File: config.mk
export PLATFORM = sky130hd
export DESIGN_NAME = csm_fifo
export DESIGN_NICKNAME = d
export VERILOG_FILES = /design/src/rtl/csm_fifo.sv
export SDC_FILE = /design/constraint.sdc
export NUM_CORES = 1
export LEC_CHECK = 0
export BUFFER_PORTS_ARGS = -buffer_cell sky130_fd_sc_hd__buf_2
export CAP_MARGIN = 10
export CELL_PAD_IN_SITES_DETAIL_PLACEMENT = 1
export CELL_PAD_IN_SITES_GLOBAL_PLACEMENT = 1
export CORE_ASPECT_RATIO = 0.5
export CORE_MARGIN = 2
export CORE_UTILIZATION = 45
export CTS_BUF_LIST = sky130_fd_sc_hd__clkbuf_8
export CTS_CLUSTER_DIAMETER = 40
export DETAILED_ROUTE_END_ITERATION = 16
export PLACE_DENSITY = 0.86
export SETUP_SLACK_MARGIN = 0.3
export SLEW_MARGIN = 10
export SYNTH_ARGS = -nofsm -noshare
export SYNTH_HDL_FRONTEND = slang
export SYNTH_SLANG_ARGS = --single-unit
File: constraint.sdc
create_clock -name i_clk -period 6.7 [get_ports i_clk]
set_clock_uncertainty 0.1 [all_clocks]
set_input_delay 0.67 -clock i_clk [delete_from_list [all_inputs] [get_ports i_clk]]
set_output_delay 0.67 -clock i_clk [all_outputs]
set_load 0.01 [all_outputs]
File: src/rtl/csm_fifo.sv
module csm_fifo #(
    parameter int WIDTH = 8,
    parameter int DEPTH = 4
) (
    input  logic                       i_clk,
    input  logic                       i_rst_n,
    input  logic                       i_push,
    input  logic [WIDTH-1:0]           i_wdata,
    input  logic                       i_pop,
    output logic [WIDTH-1:0]           o_rdata,
    output logic                       o_full,
    output logic                       o_empty,
    output logic [$clog2(DEPTH+1)-1:0] o_count
);

    // DEPTH must be a power of two so the pointers wrap on their own
    localparam int PW = $clog2(DEPTH);
    localparam int CW = $clog2(DEPTH + 1);

    logic [WIDTH-1:0] r_mem [DEPTH];
    logic [PW-1:0]    r_wptr, n_wptr;
    logic [PW-1:0]    r_rptr, n_rptr;
    logic [CW-1:0]    r_count, n_count;
    logic             do_push, do_pop;

    assign o_full  = (r_count == CW'(DEPTH));
    assign o_empty = (r_count == '0);
    assign o_count = r_count;
    assign o_rdata = r_mem[r_rptr];

    assign do_push = i_push && !o_full;
    assign do_pop  = i_pop && !o_empty;

    always_comb begin
        n_wptr  = do_push ? r_wptr + PW'(1) : r_wptr;
        n_rptr  = do_pop ? r_rptr + PW'(1) : r_rptr;
        n_count = r_count + CW'(do_push) - CW'(do_pop);
    end

    always_ff @(posedge i_clk) begin
        if (!i_rst_n) begin
            r_wptr  <= '0;
            r_rptr  <= '0;
            r_count <= '0;
        end else begin
            r_wptr  <= n_wptr;
            r_rptr  <= n_rptr;
            r_count <= n_count;
        end
    end

    always_ff @(posedge i_clk) begin
        if (do_push) begin
            r_mem[r_wptr] <= i_wdata;
        end
    end

endmodule

==> impl_metrics.ini <==
[outcome]
status = completed

[global_routing]
antenna_found_initial = 0
grt_pass1_vias = 915
grt_pass1_wl_um = 4570
grt_max_degree = 14
grtUsageTotal_pct = 16.3
overflow = 0

[layout]
post-route-util_pct = 55.1
diodes = 0
fill_cells = 347
drive_above_1_share_pct = 33.9
final_common_cell = edfxtp_1
final_cell_mix = edfxtp_1 (32), buf_2 (24), dfxtp_1 (9)
multi_input_area_um2 = 454
nNetsFinal = 139
area_delta_synth_final_pct = 16.5
seq_area_mm2 = 0.00114

[sta]
layout_worst_path_cycle_share_pct = 38.1
final-max-slew-violation-count = 0
finalHoldViolCount = 0
relSlewSlack_pct = 64.8
setup_viol = 0
tightest_slew_ps = 527
fmax_mhz = 392
setup-tns-final_ps = 0
period_minus_slack_ps = 2550
hold_slack_ps = 399
rsz0062_at_grt = false

[die]
num_io_pins = 25
start_util_pct = 47.3
die-area_mm2 = 0.00418
dieHeight_um = 46.7
rows = 15
core_mm2 = 0.00347
die_x_um = 89.4

[pwr]
max-vdd-ir-drop_mv = 0.118
p_leak_nw = 0.697
powerDensity_mw_per_mm2 = 366
totalPowerFinal_uw = 700

[min_path]
holdCritPathClass = flop to flop

[yosys]
yosysTopAreaCell = edfxtp_1
synth.avg_cell_area_um2 = 17.7
syn_nets = 112
yosys_warnings = 0
synth_area_leaders = edfxtp_1 (59%), dfxtp_1 (11%), mux4_2 (11%)
ys_ff_latch = 41
syn_area_mm2 = 0.00164
yosysTopAreaCellShare_pct = 58.5
ys_seq_area_share_pct = 69.5
yosysUniqueCellTypes = 20
syn-instance-count = 93

[setup_path]
arrival_ps = 2640
endpoint_kind = flop
cp.required_ps = 6790
critPathKind = flop to flop
worstPathMaxFanout = 7
critPathLaunchType = flop

[clock_tree]
clock_latency_ps = 290
clock-sinks = 41
max-clock-path-buffers = 2
ctsHoldBuffers = 0
postCtsSetupBuffers = 0
cts_tree = yes
root_buffer = clkbuf_8
cts-htree-levels = 2
cts_buffers = 5
cts_resized = 0
clk_pin_slew_worst_paths_ps = 70

[route]
routed_wl_um = 2920
drt-pass1-iter-count = 4
viasPerCell = 4.97
vias = 855
drc = 0
drtIter0Drc = 39
ant_nets = 0
wire_per_inst_um = 17.0

[run]
max_cap_viol_count = 0

[place]
dp_hpwl_um = 2020
portBuffers = 24
place.gp.congestion = 0.714
[report_power, final]
| group | internal (mW) | switching, mW | leakage, nW |
|---|---|---|---|
| logic | 0.0855 | 0.0787 | 0.278 |
| registers | 0.311 | 0.0299 | 0.367 |
| clock network | 0.110 | 0.0851 | 0.0518 |
[Yosys cell counts]
cell type  instances
a21boi_1           1
and2_1             7
buf_2              1
buf_6              1
clkbuf_1           2
dfxtp_1            9
edfxtp_1          32
fa_1               1
ha_1               6
inv_1              6
mux2i_1            2
mux4_2             8
nand2_1            6
nand4bb_1          1
nor2b_1            2
nor3_2             1
nor3b_2            1
o21ai_0            3
or3_1              1
xnor2_1            2
[state kept, by name, indices dropped and copies added (netlist names), named ones only]
name,flops
o_count,3
r_wptr,2
r_rptr,2
r_mem,32
[area by class of cell]
cell class	instances	share of cell area (%)
clock buffers	5	3.60
multi-input cells	42	23.8
clock inverters	3	2.16
inverters	6	1.18
flip-flops and latches	41	59.7
well taps	51	3.34
repair buffers	24	6.28
[path summary, 6_finish.rpt]
check        slack, ps              startpoint  depth (start not counted)                     end
max reg2reg       4150   o_count[2]$_SDFF_PN0_                         10   o_count[2]$_SDFF_PN0_
min                400  r_rptr[0]$_SDFFE_PN0P_                          2  r_rptr[0]$_SDFFE_PN0P_
min reg2reg        400  r_rptr[0]$_SDFFE_PN0P_                          2  r_rptr[0]$_SDFFE_PN0P_
max               4150   o_count[2]$_SDFF_PN0_                         10   o_count[2]$_SDFF_PN0_
[per-stage QoR]
stage,instances,worst slack [ps],cell area (um2)
finish,172,4150,1910
global route,172,3920,1910
CTS,172,4140,1910
detailed placement,164,3950,1800
global placement,164,3990,1800
floorplan,93,4290,1640
[metal layers]
| metal | GRT usage (%) | routed length (um) | vias to the layer above |
|---|---|---|---|
| met5 | 0 | 0 | - |
| met4 | 7.16 | 64 | 0 |
| met3 | 6.45 | 119 | 7 |
| met2 | 26.8 | 1440 | 21 |
| met1 | 19.6 | 1300 | 433 |
| li1 | - | - | 394 |
[worst max-delay path, stage by stage (launching register included)]
cell	delay, ps
dfxtp_1	350
nor3b_2	180
nor2b_1	430
inv_1	90
ha_1	290
inv_1	40
ha_1	180
fa_1	380
xnor2_1	150
xnor2_1	120
and2_1	150
[cells by family (layout without fill, tap and decap cells)]
logic type,count (synthesis),count (layout),share of synthesized area (%)
buffers and inverters,10,38,2.82
xor gates and xnor gates,2,2,1.07
and+or+nand+nor,19,19,7.24
DFF,41,41,69.5
AOI/OAI and AO/OA,4,4,1.37
muxes,10,10,12.2
adders and majority gates,7,7,5.79
Power figures use the tool's default switching activity.
