$ cat src/rtl/csm_pkg.sv
package csm_pkg;

    localparam int VECTOR_DEPTH_DEF = 1024;
    localparam int IN_DEPTH         = 4;
    localparam int OUT_DEPTH        = 8;

    localparam logic [1:0] OP_LOAD      = 2'd0;
    localparam logic [1:0] OP_NONZERO   = 2'd1;
    localparam logic [1:0] OP_EMPTY_ROW = 2'd2;
    localparam logic [1:0] OP_UNUSED    = 2'd3;

    // register index is paddr[2]; byte-lane bits are ignored
    localparam logic REG_ROW_COUNT     = 1'b0;
    localparam logic REG_VECTOR_LENGTH = 1'b1;

    localparam logic [15:0] ROW_COUNT_RST     = 16'd1;
    localparam logic [10:0] VECTOR_LENGTH_RST = 11'd1024;

    localparam logic signed [63:0] ACC_MAX = {1'b0, {63{1'b1}}};
    localparam logic signed [63:0] ACC_MIN = {1'b1, {63{1'b0}}};
    localparam logic signed [47:0] SUM_MAX = {1'b0, {47{1'b1}}};
    localparam logic signed [47:0] SUM_MIN = {1'b1, {47{1'b0}}};

    typedef enum logic [1:0] {
        K_LOAD,
        K_MAC,
        K_CLOSE
    } t_kind;

    typedef struct packed {
        t_kind              kind;
        logic [9:0]         index;
        logic signed [31:0] value;
        logic               last;
        logic               col_ok;
    } t_cmd;

    typedef struct packed {
        logic signed [47:0] row_sum;
        logic [15:0]        row_index;
        logic               last_row;
        logic               column_error;
        logic               saturated;
    } t_res;

endpackage

$ cat src/rtl/csm_fifo.sv
module csm_fifo #(
    parameter int WIDTH = 8,
    parameter int DEPTH = 4
) (
    input  logic                       i_clk,
    input  logic                       i_rst_n,
    input  logic                       i_push,
    input  logic [WIDTH-1:0]           i_wdata,
    input  logic                       i_pop,
    output logic [WIDTH-1:0]           o_rdata,
    output logic                       o_full,
    output logic                       o_empty,
    output logic [$clog2(DEPTH+1)-1:0] o_count
);

    // DEPTH must be a power of two so the pointers wrap on their own
    localparam int PW = $clog2(DEPTH);
    localparam int CW = $clog2(DEPTH + 1);

    logic [WIDTH-1:0] r_mem [DEPTH];
    logic [PW-1:0]    r_wptr, n_wptr;
    logic [PW-1:0]    r_rptr, n_rptr;
    logic [CW-1:0]    r_count, n_count;
    logic             do_push, do_pop;

    assign o_full  = (r_count == CW'(DEPTH));
    assign o_empty = (r_count == '0);
    assign o_count = r_count;
    assign o_rdata = r_mem[r_rptr];

    assign do_push = i_push && !o_full;
    assign do_pop  = i_pop && !o_empty;

    always_comb begin
        n_wptr  = do_push ? r_wptr + PW'(1) : r_wptr;
        n_rptr  = do_pop ? r_rptr + PW'(1) : r_rptr;
        n_count = r_count + CW'(do_push) - CW'(do_pop);
    end

    always_ff @(posedge i_clk) begin
        if (!i_rst_n) begin
            r_wptr  <= '0;
            r_rptr  <= '0;
            r_count <= '0;
        end else begin
            r_wptr  <= n_wptr;
            r_rptr  <= n_rptr;
            r_count <= n_count;
        end
    end

    always_ff @(posedge i_clk) begin
        if (do_push) begin
            r_mem[r_wptr] <= i_wdata;
        end
    end

endmodule

$ cat src/rtl/csm_front.sv
module csm_front #(
    parameter int VECTOR_DEPTH = csm_pkg::VECTOR_DEPTH_DEF
) (
    input  logic               i_clk,
    input  logic               i_rst_n,
    input  logic               i_push,
    input  logic [1:0]         i_op,
    input  logic [9:0]         i_index,
    input  logic signed [31:0] i_value,
    input  logic               i_last_in_row,
    input  logic [10:0]        i_vector_length,
    input  logic               i_pop,
    output logic               o_full,
    output logic               o_empty,
    output csm_pkg::t_cmd      o_cmd
);

    localparam int QCW = $clog2(csm_pkg::IN_DEPTH + 1);

    csm_pkg::t_cmd     cmd;
    logic              keep;
    logic              in_depth;
    logic [QCW-1:0]    q_count;
    logic [$bits(csm_pkg::t_cmd)-1:0] q_rdata;

    assign in_depth = ({7'd0, i_index} < 17'(VECTOR_DEPTH));

    // op 3 and loads past the store are dropped here
    always_comb begin
        cmd.kind   = csm_pkg::K_CLOSE;
        cmd.index  = i_index;
        cmd.value  = i_value;
        cmd.last   = i_last_in_row;
        cmd.col_ok = in_depth && ({1'b0, i_index} < i_vector_length);
        keep       = 1'b0;
        unique case (i_op)
            csm_pkg::OP_LOAD: begin
                cmd.kind = csm_pkg::K_LOAD;
                keep     = in_depth;
            end
            csm_pkg::OP_NONZERO: begin
                cmd.kind = csm_pkg::K_MAC;
                keep     = 1'b1;
            end
            csm_pkg::OP_EMPTY_ROW: begin
                cmd.kind = csm_pkg::K_CLOSE;
                keep     = 1'b1;
            end
            csm_pkg::OP_UNUSED: begin
                keep = 1'b0;
            end
        endcase
    end

    csm_fifo #(
        .WIDTH ($bits(csm_pkg::t_cmd)),
        .DEPTH (csm_pkg::IN_DEPTH)
    ) u_cmd_q (
        .i_clk   (i_clk),
        .i_rst_n (i_rst_n),
        .i_push  (i_push && keep),
        .i_wdata (cmd),
        .i_pop   (i_pop),
        .o_rdata (q_rdata),
        .o_full  (o_full),
        .o_empty (o_empty),
        .o_count (q_count)
    );

    assign o_cmd = csm_pkg::t_cmd'(q_rdata);

endmodule

$ cat config.mk
export PLATFORM = sky130hd
export DESIGN_NAME = csm_front
export DESIGN_NICKNAME = d
export VERILOG_FILES = /design/src/rtl/csm_pkg.sv /design/src/rtl/csm_fifo.sv /design/src/rtl/csm_front.sv
export SDC_FILE = /design/constraint.sdc
export NUM_CORES = 1
export LEC_CHECK = 0
export ABC_CLOCK_PERIOD_IN_PS = 2500
export BUFFER_PORTS_ARGS = -buffer_cell sky130_fd_sc_hd__buf_4
export CORE_MARGIN = 3
export CORE_UTILIZATION = 30
export CTS_BUF_LIST = sky130_fd_sc_hd__clkbuf_4
export DETAILED_ROUTE_END_ITERATION = 8
export PLACE_DENSITY_LB_ADDON = 0.05
export SYNTH_ARGS = -nofsm -noshare
export SYNTH_HDL_FRONTEND = slang
export SYNTH_SLANG_ARGS = --single-unit
$ cat constraint.sdc
create_clock -name i_clk -period 2.5 [get_ports i_clk]
set_input_delay 0.625 -clock i_clk [delete_from_list [all_inputs] [get_ports i_clk]]
set_output_delay 0.625 -clock i_clk [all_outputs]
set_load 0.1 [all_outputs]
==> results.md <==
- Status: complete, but fails checks
- Violated checks: setup timing
- Post-DRT Antenna Nets: 0
- FF-to-FF Start: u_cmd_q.o_count[1]$_SDFF_PN0_
- Relative max-transition margin: 71.3%
- Worst-Margin Slew: 429 ps
- Area Overhead vs Synth: 26.7%
- Final Core Density: 39.2%
- Max Cap Viol: 0
- Data required, critical path: 1880 ps
- Yosys top cell by area: edfxtp_1
- Port Buf Inserts: 107
- RSZ-0062 raised after global routing: true
- R2R setup slack: 350 ps
- Leading post-synthesis cells by cell area: edfxtp_1 (75%), mux4_2 (14%), ha_1 (2.5%), dfxtp_1 (2.4%), inv_1 (0.87%)
- Post-Place Worst Slack: 239 ps
- Worst r2r dst: u_cmd_q.o_count[2]$_SDFF_PN0_
- GRT Residual Overflow: 0
- CTS tree: built
- Synth warnings: 0
- Vias in the first global route: 3,878
- Clk_lat worst skew: 540 ps
- NumNets Final: 534
- Worst Reg-to-Reg Cells: 8
- Starting DRT DRC Count: 157
- Critical Path Start Type: flip-flop
- Unique cell type count in the Yosys netlist: 31
- Final setup viols: 46
- Hold path cells: 1
- Critical path type: flip-flop to output pin
- Core region area: 23,800 um^2
- Synth Register Bits: 193
- Clock transition at path regs: 160 ps
- Period minus WS final: 2650 ps
- Final wirelength: 14,700 um
- Crit path arrival time: 2030 ps
- Hold EP: u_cmd_q.r_mem[3][6]$_DFFE_PP_
- DR vias/cell: 4.41
- Layout cells sized above 1: 46.6%
- Synth Area per Inst: 23.0 um^2
- Placed Cells: 748
- Root buf cell: clkbuf_4
- Die area: 26,500 um^2
- CTS H-tree lvls: 4
- Post-Layout Cell Count: 790
- Clock skew: 20.6 ps
- DR pass1 iterations: 4
- Via count: 3,480
- Power per Cell Area: 1160 nW/um^2
- Hold Fails Final Rpt: 0
- Hold crit path type: input pin to flip-flop
- Placed instance area: 8700 um^2
- Largest net degree at the start of global routing: 32
- Worst VDD drop: 0.590 mV
- Slew Viols, Final: 0
- DRC Markers: 0
- Global-route usage over all layers: 11.7%
- Post-Syn Area: 7370 um^2
- Die Width: 163 um
- Clk buf depth: 2
- Final RePlAce weighted congestion: 0.652
- Leak: 3.19 nW
- Share of the synthesized area in the top cell type: 75.0%
- Die height: 163 um
- Cts hold-fix bufs: 0
- Sequential area share after synthesis: 77.4%
- Initial antenna violation count: 1
- First-pass GRT wire length: 22,800 um
- Clock sink total: 193
- Standard-cell rows: 56
- Setup ws final: -155 ps
- Tcrit/Tclk final: 106%
- Hpwl dp: 9150 um
- Hold_sp: i_value[4]
- CP max FO: 7
- Non-Filler Cell Area, Final: 9340 um^2
- # IOs: 108
- Mapped Nets: 396
- Crit path capture type: output pin
- Initial Util: 30.9%
- CTS Buf Count: 17
- Cell count after synthesis: 320
- Fmax: 377 MHz
- Wire per inst: 18.6 um
==> routing by layer <==
| layer | vias to the layer above | global-route usage (%) | wire [um] |
|---|---|---|---|
| met5 | - | 0 | 0 |
| met4 | 0 | 3.11 | 111 |
| met3 | 8 | 3.71 | 639 |
| met2 | 72 | 20.1 | 7820 |
| met1 | 1816 | 14.4 | 6160 |
| li1 | 1584 | - | - |
==> synth_stat cells, drive strengths merged <==
| cell type | count |
|---|---|
| edfxtp | 184 |
| o22ai | 1 |
| nand3b | 1 |
| a21o | 1 |
| nand3 | 1 |
| nor3b | 1 |
| inv | 17 |
| a211oi | 1 |
| mux4 | 46 |
| fa | 1 |
| nand2 | 2 |
| xnor2 | 4 |
| a31oi | 1 |
| ha | 15 |
| o31a | 1 |
| nor2b | 3 |
| o32a | 1 |
| mux2i | 1 |
| and2 | 11 |
| a21oi | 3 |
| buf | 9 |
| nor3 | 1 |
| xor2 | 1 |
| nor2 | 1 |
| dfxtp | 9 |
| o21ai | 1 |
| clkbuf | 2 |
==> registers in the layout (all words and copies together) (netlist names), named ones only <==
name	count
u_cmd_q.o_count	3
u_cmd_q.r_mem	184
u_cmd_q.r_rptr	2
u_cmd_q.r_wptr	2
==> how the worst max path moves through the flow <==
stage                                          endpoint  cells past startpoint
after global routing                          o_cmd[19]                      5
after global placement    u_cmd_q.o_count[2]$_SDFF_PN0_                      9
final                                         o_cmd[19]                      5
after floorplan           u_cmd_q.o_count[2]$_SDFF_PN0_                      7
after detailed placement  u_cmd_q.o_count[2]$_SDFF_PN0_                      9
after CTS                                     o_cmd[19]                      5
==> area by class of cell <==
type,count,area (um^2)
inverter,17,63.8
sequential,193,5710
multi-input combinational,99,1530
antenna,1,2.50
timing repair buffer,130,1340
clock inverter,14,174
clock buffer,17,128
tap,319,399
fill,2216,14500
==> where the power goes <==
| group | internal, W | switching, W |
|---|---|---|
| clock | 0.000628 | 0.00109 |
| sequential | 0.00384 | 0.0000888 |
| combinational | 0.00169 | 0.00351 |
==> through the flow <==
step           total power, W  TNS [ps]  hold slack, ps
6_report               0.0108     -3840             265
5_1_grt                0.0113    -10580             178
4_1_cts                0.0110     -8600             187
3_5_place_dp          0.00876         0             569
3_3_place_gp          0.00875         0             564
2_1_floorplan         0.00770         0             528
==> layout by cell type (no fill, tap or decap), drive strengths merged, types with 3 or more instances in the layout <==
master  instances
buf           130
inv            23
edfxtp        184
xnor2           4
a21oi           3
mux4           46
clkinv          4
dfxtp           9
nor2b           3
clkbuf         17
ha             15
and2           11
==> kinds of logic after synthesis <==
family          Yosys count  synth area share (%)
compound gates           10                  1.09
xor+xnor                  5                 0.594
fa+ha+maj                16                  2.82
buf+inv                  28                  1.97
flops                   193                  77.4
mux                      47                  14.2
simple gates             21                  1.90
==> what timing repair did <==
| item | in CTS | in global routing |
|---|---|---|
| resized for setup | 55 | 3 |
| buffers inserted | 7 | 2 |
| gates cloned | 2 | 0 |
| endpoints found under the setup margin | 46 | 46 |
==> critical path: stages (launching register included) <==
cell and delay, ps:
dfxtp_4 390, buf_12 130, buf_12 100, buf_12 120
mux4_2 520, buf_6 200
No activity file was read; power rests on OpenSTA's default activity.
